===== src/design/brti_pkg.sv =====
// brti_pkg: shared types and constants for the briere rate trapezoid integrator
// holds the queue item layout, back-end state encoding, config register codes and reset values
// no dependencies
`default_nettype none

package brti_pkg;

  localparam int unsigned INTEGRAL_WIDTH_DEF = 48;
  localparam int unsigned QUEUE_DEPTH        = 2;
  localparam int unsigned ROOT_STEPS         = 16;
  localparam int unsigned ROOT_CNT_W         = 4;
  localparam int unsigned CFG_INDEX_W        = 2;

  // configuration register codes
  localparam logic [CFG_INDEX_W-1:0] CFG_RATE_COEFFICIENT = 2'd0;
  localparam logic [CFG_INDEX_W-1:0] CFG_LOWER_THRESHOLD  = 2'd1;
  localparam logic [CFG_INDEX_W-1:0] CFG_UPPER_THRESHOLD  = 2'd2;
  localparam logic [CFG_INDEX_W-1:0] CFG_TIME_STEP        = 2'd3;

  localparam logic [31:0] RST_RATE_COEFFICIENT = 32'd565800;
  localparam logic [15:0] RST_LOWER_THRESHOLD  = 16'd2626;
  localparam logic [15:0] RST_UPPER_THRESHOLD  = 16'd9383;
  localparam logic [15:0] RST_TIME_STEP        = 16'd64;

  // classified sample as it travels from front to back
  typedef struct packed {
    logic        in_window;
    logic        series_start;
    logic [14:0] magnitude;
    logic [15:0] lower_gap;
    logic [15:0] upper_gap;
  } brti_item_t;

  typedef enum logic [3:0] {
    ST_IDLE,
    ST_SQRT,
    ST_MUL_P,
    ST_MUL_HI,
    ST_MUL_LO,
    ST_RATE,
    ST_INTEG,
    ST_DEV,
    ST_FIN
  } back_state_t;

endpackage

`default_nettype wire


===== src/design/brti_front.sv =====
// brti_front: input handshake and sample classification
// checks the temperature window and forms the gaps for the back end; uses brti_pkg
`default_nettype none

module brti_front (
  input  wire logic                     in_valid,
  output logic                          in_ready,
  input  wire logic signed [15:0]       in_temperature,
  input  wire logic                     in_series_start,
  input  wire logic [15:0]              lower_threshold,
  input  wire logic [15:0]              upper_threshold,
  input  wire logic                     queue_full,
  output logic                          push,
  output brti_pkg::brti_item_t          push_item
);
  import brti_pkg::*;

  logic signed [16:0] t_x;
  logic signed [16:0] lo_x;
  logic signed [16:0] hi_x;
  logic signed [16:0] gap_lo;
  logic signed [16:0] gap_hi;

  assign t_x    = {in_temperature[15], in_temperature};
  assign lo_x   = {lower_threshold[15], lower_threshold};
  assign hi_x   = {upper_threshold[15], upper_threshold};
  assign gap_lo = t_x - lo_x;
  assign gap_hi = hi_x - t_x;

  assign in_ready = !queue_full;
  assign push     = in_valid && in_ready;

  // negative samples inside the window clamp to zero rate, so they count as outside
  always_comb begin
    push_item.in_window    = (t_x > lo_x) && (t_x <= hi_x) && (t_x > 17'sd0);
    push_item.series_start = in_series_start;
    push_item.magnitude    = in_temperature[14:0];
    push_item.lower_gap    = gap_lo[15:0];
    push_item.upper_gap    = gap_hi[15:0];
  end

endmodule

`default_nettype wire


===== config.mk =====
export PLATFORM = sky130hd
export DESIGN_NAME = brti_front
export DESIGN_NICKNAME = d
export VERILOG_FILES = /design/src/design/brti_pkg.sv /design/src/design/brti_front.sv
export SDC_FILE = /design/constraint.sdc
export NUM_CORES = 1
export LEC_CHECK = 0
export ABC_AREA = 1
export BUFFER_PORTS_ARGS = -buffer_cell sky130_fd_sc_hd__buf_2
export CORE_UTILIZATION = 53
export DETAILED_ROUTE_END_ITERATION = 10
export PLACE_DENSITY = 0.91
export SLEW_MARGIN = 20
export SYNTH_ARGS = -nofsm -noshare
export SYNTH_HDL_FRONTEND = slang
export SYNTH_SLANG_ARGS = --single-unit

===== constraint.sdc =====
create_clock -name vclk -period 2.81
set_input_delay 0.1405 -clock vclk [all_inputs]
set_output_delay 0.1405 -clock vclk [all_outputs]
set_load 0.005 [all_outputs]

==> results_dict.tcl <==
set metrics [dict create \
    postSynthAreaPerCell_um2 5.62 \
    grt_max_degree 6 \
    yosysWarningCount 0 \
    grt_overflow_total 0 \
    critPathLaunchType "input port" \
    powerDensity_mw_per_mm2 228 \
    critPathMaxFanout 3 \
    period_share 0.688 \
    status "finished, final reports clean" \
    yosysSeqAreaShare 0 \
    num_rows 22 \
    rsz0062_at_grt "false" \
    post_cts_buffers 0 \
    vias_per_cell 4.98 \
    synth_top_family_by_area "simple AND/OR/NAND/NOR gates" \
    wl_per_cell_um 10.7 \
    ctsHoldBuffers 0 \
    synthTopCellsByArea "ha_1 (20%), nand2_1 (17%), inv_1 (13%)" \
    gp_congestion 0.896 \
    instances_no_fill 492 \
    finalPower_uw 562 \
    cts_resized 0 \
    required_ns 2.67 \
    cpMostUsedCell "nand2_1" \
    slowest_delay_ns 0.41 \
    place_inst 492 \
    final_nets 531 \
    synth_top_area_frac 0.198 \
    core_area_mm2 0.00366 \
    ant_nets 0 \
    timing.max_cap.violations 0 \
    drc 0 \
    first_global_vias 2140 \
    diodes 0 \
    slowest_stage "fa_1" \
    syn-cell-area_mm2 0.00202 \
    final_core_util 0.673 \
    crit_chain "buf_2 -> ha_1 -> fa_1 -> inv_1 -> nand3_1 -> nand2_2 -> nand2_1 -> nand2_2 -> nand2_1 -> nand2_1 -> nand2_1 -> nand2_1 -> nor2_1 -> nor2_1 -> buf_2" \
    grt_usage 0.265 \
    area_delta_synth_final_pct 21.8 \
    fin_ws_ns 0.877 \
    seq_cell_count 0 \
    pre_cts_ws_ns 0.880 \
    dr_total_vias 2451 \
    finalSetupTns_ns 0 \
    slew_violations 0 \
    grt_pass1_wl_um 8980 \
    finalHoldViolations 0 \
    chipWidth_um 63.8 \
    synth.area.mux_share 0 \
    io_buffers 100 \
    min_path_type "input port to output port" \
    nClkBuffers 0 \
    hpwl_um 4800 \
    syn_nets 445 \
    start_util 0.553 \
    fillers 373 \
    slew_headroom 0.826 \
    cp-end-kind "output port" \
    drive_above_1_share 0.277 \
    finalCriticalPeriod_ns 1.93 \
    synthAdderAreaFrac 0.218 \
    drt-pass1-iter-count 4 \
    yosys.area_share.simple 0.369 \
    routed_wl_um 5280 \
    p_leak_nw 1.66 \
    antenna_found_initial 0 \
    criticalPathCategory "input port to output port" \
    regArea_um2 0 \
    synth_xor_area_frac 0.0952 \
    finalSetupViolCount 0 \
    synth_cell_types 24 \
    yosysTopAreaCell "ha_1" \
    synth_compound_area_frac 0.116 \
    drtIter0Drc 97 \
    max_freq_mhz 517 \
    worst_pin_slew_ns 0.258 \
    die_y_um 63.8 \
    synth_cells 360 \
    die_area_mm2 0.00407 \
    ir_worst_vdd_mv 0.0979 \
    cp.arrival_ns 1.79 \
    io_pins 102 \
]
## layout make-up
cell class,instances,area [µm²],area share
Tap cell,48,60.1,0.0244
Timing Repair Buffer,100,500,0.203
Inverter,77,289,0.117
Multi-Input combinational cell,267,1610,0.655
## power by group
part           internal [mW]  leakage (nW)  switching (mW)
combinational          0.247          1.66           0.315
sequential                 0             0               0
clock                      0             0               0
## Yosys cell counts
| library cell | n |
|---|---|
| a21boi_1 | 1 |
| a21o_1 | 5 |
| a21oi_1 | 27 |
| a31o_2 | 1 |
| and3_1 | 1 |
| buf_4 | 16 |
| clkinv_1 | 1 |
| fa_1 | 2 |
| ha_1 | 32 |
| inv_1 | 71 |
| inv_2 | 5 |
| nand2_1 | 93 |
| nand2_2 | 11 |
| nand3_1 | 24 |
| nand3_2 | 2 |
| nand4_1 | 6 |
| nor2_1 | 28 |
| nor3_1 | 4 |
| nor3_2 | 2 |
| o21ai_0 | 1 |
| o21ai_2 | 2 |
| o21bai_1 | 3 |
| xnor2_1 | 4 |
| xor2_1 | 18 |
## final timing paths
| path | from | end | depth (start not counted) |
|---|---|---|---|
| worst max-delay path | in_temperature[0] | push_item[48] | 15 |
| worst min-delay path | in_series_start | push_item[47] | 0 |
## worst max-delay path: cells and delay by family
kind | cells | cell delay [ns]
buf+inv | 3 | 0.31
fa+ha+maj | 2 | 0.65
simple gates | 10 | 0.69
## kinds of logic (layout without fill, tap and decap cells)
kind of cell,after synthesis,after routing
xor gates and xnor gates,22,22
and+or+nand+nor,171,171
buffers and inverters,93,177
AOI/OAI and AO/OA,40,40
adders and majority gates,34,34
## stage by stage
step	area, µm²	hold slack, ns
floorplan	2020	0.308
global placement	2460	0.281
detailed placement	2460	0.281
CTS	2460	0.281
global route	2460	0.281
finish	2460	0.281
## cells in the final DEF, fill, tap and decap left out, types with 2 or more instances in the layout
cell type,netlist,routed
a21o_1,5,5
a21oi_1,27,27
buf_2,0,100
fa_1,2,2
ha_1,32,32
inv_1,71,71
inv_2,5,5
nand2_1,93,93
nand2_2,11,11
nand3_1,24,24
nand3_2,2,2
nand4_1,6,6
nor2_1,28,28
nor3_1,4,4
nor3_2,2,2
o21ai_2,2,2
o21bai_1,3,3
xnor2_1,4,4
xor2_1,18,18
## per-layer routing
layer	global-route usage	vias to the layer above	wire length [µm]
met5	0	-	0
met4	0.0426	0	89
met3	0.0125	9	276
met2	0.488	99	2460
met1	0.341	1062	2460
li1	-	1281	-
Power figures use the tool's default switching activity.
