[src/design/brti_pkg.sv]
// brti_pkg: shared types and constants for the briere rate trapezoid integrator
// holds the queue item layout, back-end state encoding, config register codes and reset values
// no dependencies
`default_nettype none

package brti_pkg;

  localparam int unsigned INTEGRAL_WIDTH_DEF = 48;
  localparam int unsigned QUEUE_DEPTH        = 2;
  localparam int unsigned ROOT_STEPS         = 16;
  localparam int unsigned ROOT_CNT_W         = 4;
  localparam int unsigned CFG_INDEX_W        = 2;

  // configuration register codes
  localparam logic [CFG_INDEX_W-1:0] CFG_RATE_COEFFICIENT = 2'd0;
  localparam logic [CFG_INDEX_W-1:0] CFG_LOWER_THRESHOLD  = 2'd1;
  localparam logic [CFG_INDEX_W-1:0] CFG_UPPER_THRESHOLD  = 2'd2;
  localparam logic [CFG_INDEX_W-1:0] CFG_TIME_STEP        = 2'd3;

  localparam logic [31:0] RST_RATE_COEFFICIENT = 32'd565800;
  localparam logic [15:0] RST_LOWER_THRESHOLD  = 16'd2626;
  localparam logic [15:0] RST_UPPER_THRESHOLD  = 16'd9383;
  localparam logic [15:0] RST_TIME_STEP        = 16'd64;

  // classified sample as it travels from front to back
  typedef struct packed {
    logic        in_window;
    logic        series_start;
    logic [14:0] magnitude;
    logic [15:0] lower_gap;
    logic [15:0] upper_gap;
  } brti_item_t;

  typedef enum logic [3:0] {
    ST_IDLE,
    ST_SQRT,
    ST_MUL_P,
    ST_MUL_HI,
    ST_MUL_LO,
    ST_RATE,
    ST_INTEG,
    ST_DEV,
    ST_FIN
  } back_state_t;

endpackage

`default_nettype wire

[src/design/brti_queue.sv]
// brti_queue: short fifo of classified samples between front and back
// register based, depth from brti_pkg
`default_nettype none

module brti_queue (
  input  wire logic                 clk,
  input  wire logic                 rst_n,
  input  wire logic                 push,
  input  wire brti_pkg::brti_item_t push_item,
  output logic                      full,
  output logic                      pop_valid,
  input  wire logic                 pop_ready,
  output brti_pkg::brti_item_t      pop_item
);
  import brti_pkg::*;

  localparam int unsigned PTR_W = (QUEUE_DEPTH > 1) ? $clog2(QUEUE_DEPTH) : 1;
  localparam int unsigned CNT_W = $clog2(QUEUE_DEPTH + 1);

  brti_item_t       slot_r [QUEUE_DEPTH];
  logic [PTR_W-1:0] wr_ptr_r, wr_ptr_nxt;
  logic [PTR_W-1:0] rd_ptr_r, rd_ptr_nxt;
  logic [CNT_W-1:0] count_r, count_nxt;
  logic             pop;

  assign full      = (count_r == CNT_W'(QUEUE_DEPTH));
  assign pop_valid = (count_r != '0);
  assign pop       = pop_valid && pop_ready;
  assign pop_item  = slot_r[rd_ptr_r];

  always_comb begin
    wr_ptr_nxt = wr_ptr_r;
    rd_ptr_nxt = rd_ptr_r;
    count_nxt  = count_r;
    if (push) begin
      wr_ptr_nxt = (wr_ptr_r == PTR_W'(QUEUE_DEPTH - 1)) ? '0 : wr_ptr_r + 1'b1;
    end
    if (pop) begin
      rd_ptr_nxt = (rd_ptr_r == PTR_W'(QUEUE_DEPTH - 1)) ? '0 : rd_ptr_r + 1'b1;
    end
    if (push && !pop) begin
      count_nxt = count_r + 1'b1;
    end else if (pop && !push) begin
      count_nxt = count_r - 1'b1;
    end
  end

  always_ff @(posedge clk) begin
    if (!rst_n) begin
      wr_ptr_r <= '0;
      rd_ptr_r <= '0;
      count_r  <= '0;
    end else begin
      wr_ptr_r <= wr_ptr_nxt;
      rd_ptr_r <= rd_ptr_nxt;
      count_r  <= count_nxt;
    end
  end

  always_ff @(posedge clk) begin
    if (push) begin
      slot_r[wr_ptr_r] <= push_item;
    end
  end

endmodule

`default_nettype wire

[config.mk]
export PLATFORM = sky130hd
export DESIGN_NAME = brti_queue
export DESIGN_NICKNAME = d
export VERILOG_FILES = /design/src/design/brti_pkg.sv /design/src/design/brti_queue.sv
export SDC_FILE = /design/constraint.sdc
export NUM_CORES = 1
export LEC_CHECK = 0
export BUFFER_PORTS_ARGS = -buffer_cell sky130_fd_sc_hd__buf_4
export CORE_AREA = 2 2 100 102
export CTS_CLUSTER_SIZE = 12
export DETAILED_ROUTE_END_ITERATION = 10
export DIE_AREA = 0 0 102 104
export PLACE_DENSITY = 0.73
export REMOVE_ABC_BUFFERS = 1
export SLEW_MARGIN = 20
export SYNTH_ARGS = -nofsm -noshare
export SYNTH_HDL_FRONTEND = slang
export SYNTH_SLANG_ARGS = --single-unit
[constraint.sdc]
create_clock -name clk -period 3.7 [get_ports clk]
set_clock_uncertainty 0.15 [all_clocks]
set_input_delay 0.925 -clock clk [delete_from_list [all_inputs] [get_ports clk]]
set_output_delay 0.925 -clock clk [all_outputs]
set_load 0.02 [all_outputs]
==> out/results.ini <==
[worst_setup_path]
startpoint_type = flip-flop
cp_num_buf_inv = 2
max_stage_delay_ns = 0.63
cp_cell_sequence = buf_12 > mux2_2 > buf_4
crit_type = reg -> out
worstSetupEndpointType = output port
cp_max_fo = 32
crit_arrival_ns = 1.80
slowest_stage = dfxtp_2
cp.required_ns = 2.62
crit_family = flip-flops

[sta]
maxSlewViolCount = 0
max_freq_mhz = 348
period_needed_ns = 2.87
setup_violations = 0
max_slew_margin = 0.643
worst_pin_slew_ns = 0.535
rsz0062_at_grt = no
hold_viol = 0
period_share = 0.777

[logic_synthesis]
postSynthAreaPerCell_um2 = 21.5
synth-seq-cells = 103
ys_seq_area_frac = 0.812
synth.distinct_cells = 17
yosys_warnings = 0
synth_area_leader_cell = edfxtp_1
synthDominantCellAreaShare = 0.785
synth.area.top_cells = edfxtp_1, mux2_2, dfxtp_1
synth_area_um2 = 3750
syn_inst = 174

[power]
vdd_drop_max_uv = 231
p_leak_uw = 0.00181
p_per_area_nw_per_um2 = 604
p_total_uw = 2970

[placed_design]
gp_congestion = 0.642
dp_hpwl_um = 4310
portBuffers = 103
dp.cells = 408

[global_routing]
overflow = 0
antenna_found_initial = 0
grt_util_all_layers = 0.128
grt_max_degree = 36
grt_pass1_vias = 2041
grt_pass1_wl_um = 10200

[worst_hold_path]
hold_class = reg -> reg

[floorplanning]
io_pins = 104
dieArea_um2 = 10600
core_um2 = 9550
fp.dieW_um = 102
start_util = 0.393
std_cell_rows = 36
dieHeight_um = 104

[finish]
layout-drive-gt1-share = 0.598
syn_to_final_growth_pct = 31.1
finalNonFillerCells = 424
layout_commonest_cell = buf_4
layout.nets = 340
layout_common_cells = buf_4, edfxtp_1, mux2_2
n_antenna_cell = 0

[detailed_routing]
wl_met2_um = 3410
totalWireLength_um = 6550
drc = 0
top_layer = met4
wl_met1_um = 2680
drt-initial-drc-count = 29
postRouteAntennaNets = 0
firstDrtPassIters = 4
num_vias = 1896
dr_wl_met3_um = 362
drt-wirelength-per-cell_um = 15.5
vias_per_cell = 4.47

[clock_tree]
cts_resized = 0
htreeDepth = 3
clkTransAtPathRegs_ns = 0.09
clockBufferDepth = 2
cts-root-buf = clkbuf_8
cts.sink_count = 103
postCtsHoldBufs = 0
clk_latency_ns = 0.35
postCtsSetupBuffers = 0
cts_tree = yes
numCtsBuffers = 9

[run]
max_cap_viol_count = 0

[outcome]
outcome = finished clean

-- kinds of logic (layout without fill, tap and decap cells) --
group	Yosys count	count (layout)	synth area share
multiplexers	49	49	0.147
adder cells (fa/ha/maj)	1	1	0.00334
AO/OA/AOI/OAI	4	4	0.00667
XOR/XNOR	3	3	0.00701
AND/OR/NAND/NOR	9	9	0.0150
buffers and inverters	5	122	0.00901
flip-flops	103	103	0.812
-- synth_stat cells --
library cell,count
or2_2,1
buf_2,3
and2_1,4
a21boi_1,1
buf_6,1
buf_4,1
xor2_1,1
o21ai_0,1
o21a_1,1
nor2b_1,3
ha_1,1
or3_1,1
mux2_2,49
xnor2_1,2
o21ai_1,1
edfxtp_1,98
dfxtp_1,5
-- sequential cells by signal, indices dropped and copies added, names as in the netlist, named ones only --
signal	cells
count_r	2
rd_ptr_r	1
slot_r	98
wr_ptr_r	1
-- worst paths after layout --
path	startpoint	endpoint	slack (ns)	cells past startpoint
worst min-delay path	count_r[1]	count_r[1]	0.38	2
worst max-delay path	flip-flop	pop_item[44]	0.83	3
worst max register to register	count_r[0]	count_r[1]	2.09	4
worst min register to register	count_r[1]	count_r[1]	0.38	2
-- cell type report --
| type | count | area [µm²] |
|---|---|---|
| fillers | 823 | 4640 |
| well taps | 133 | 166 |
| clock buffers | 10 | 128 |
| repair buffers | 106 | 833 |
| flip-flops and latches | 103 | 3040 |
| multi-input cells | 66 | 681 |
| clock inverters | 6 | 61.3 |
-- report_power, final --
| group | total, µW | internal, µW | leakage [µW] | switching, µW |
|---|---|---|---|---|
| sequential | 1420 | 1360 | 0.000961 | 59.5 |
| combinational | 880 | 454 | 0.000755 | 425 |
| clock | 669 | 311 | 0.0000960 | 358 |
| total | 2970 | 2120 | 0.00181 | 843 |
-- per-layer routing --
metal / GRT usage / vias up
met2: 0.214 / 57
li1: - / 899
met4: 0.0600 / 0
met5: 0 / -
met3: 0.0363 / 9
met1: 0.151 / 931
-- worst min-delay path: stages, from the launching register on --
cell and delay, ns:
dfxtp_1 0.34, o21ai_0 0.08, a21boi_1 0.06
-- stage by stage --
step | instance area, µm² | worst slack (ns) | TNS [ns] | utilization | hold slack [ns]
detailed placement | 4720 | 1.19 | 0 | 0.495 | 0.370
CTS | 4910 | 0.774 | 0 | 0.515 | 0.384
floorplan | 3710 | -0.0423 | -2.07 | - | 0.324
global placement | 4720 | 1.20 | 0 | 0.495 | 0.342
global route | 4910 | 0.726 | 0 | 0.515 | 0.426
finish | 4910 | 0.826 | 0 | 0.515 | 0.376
(Power assumes the default switching activity.)
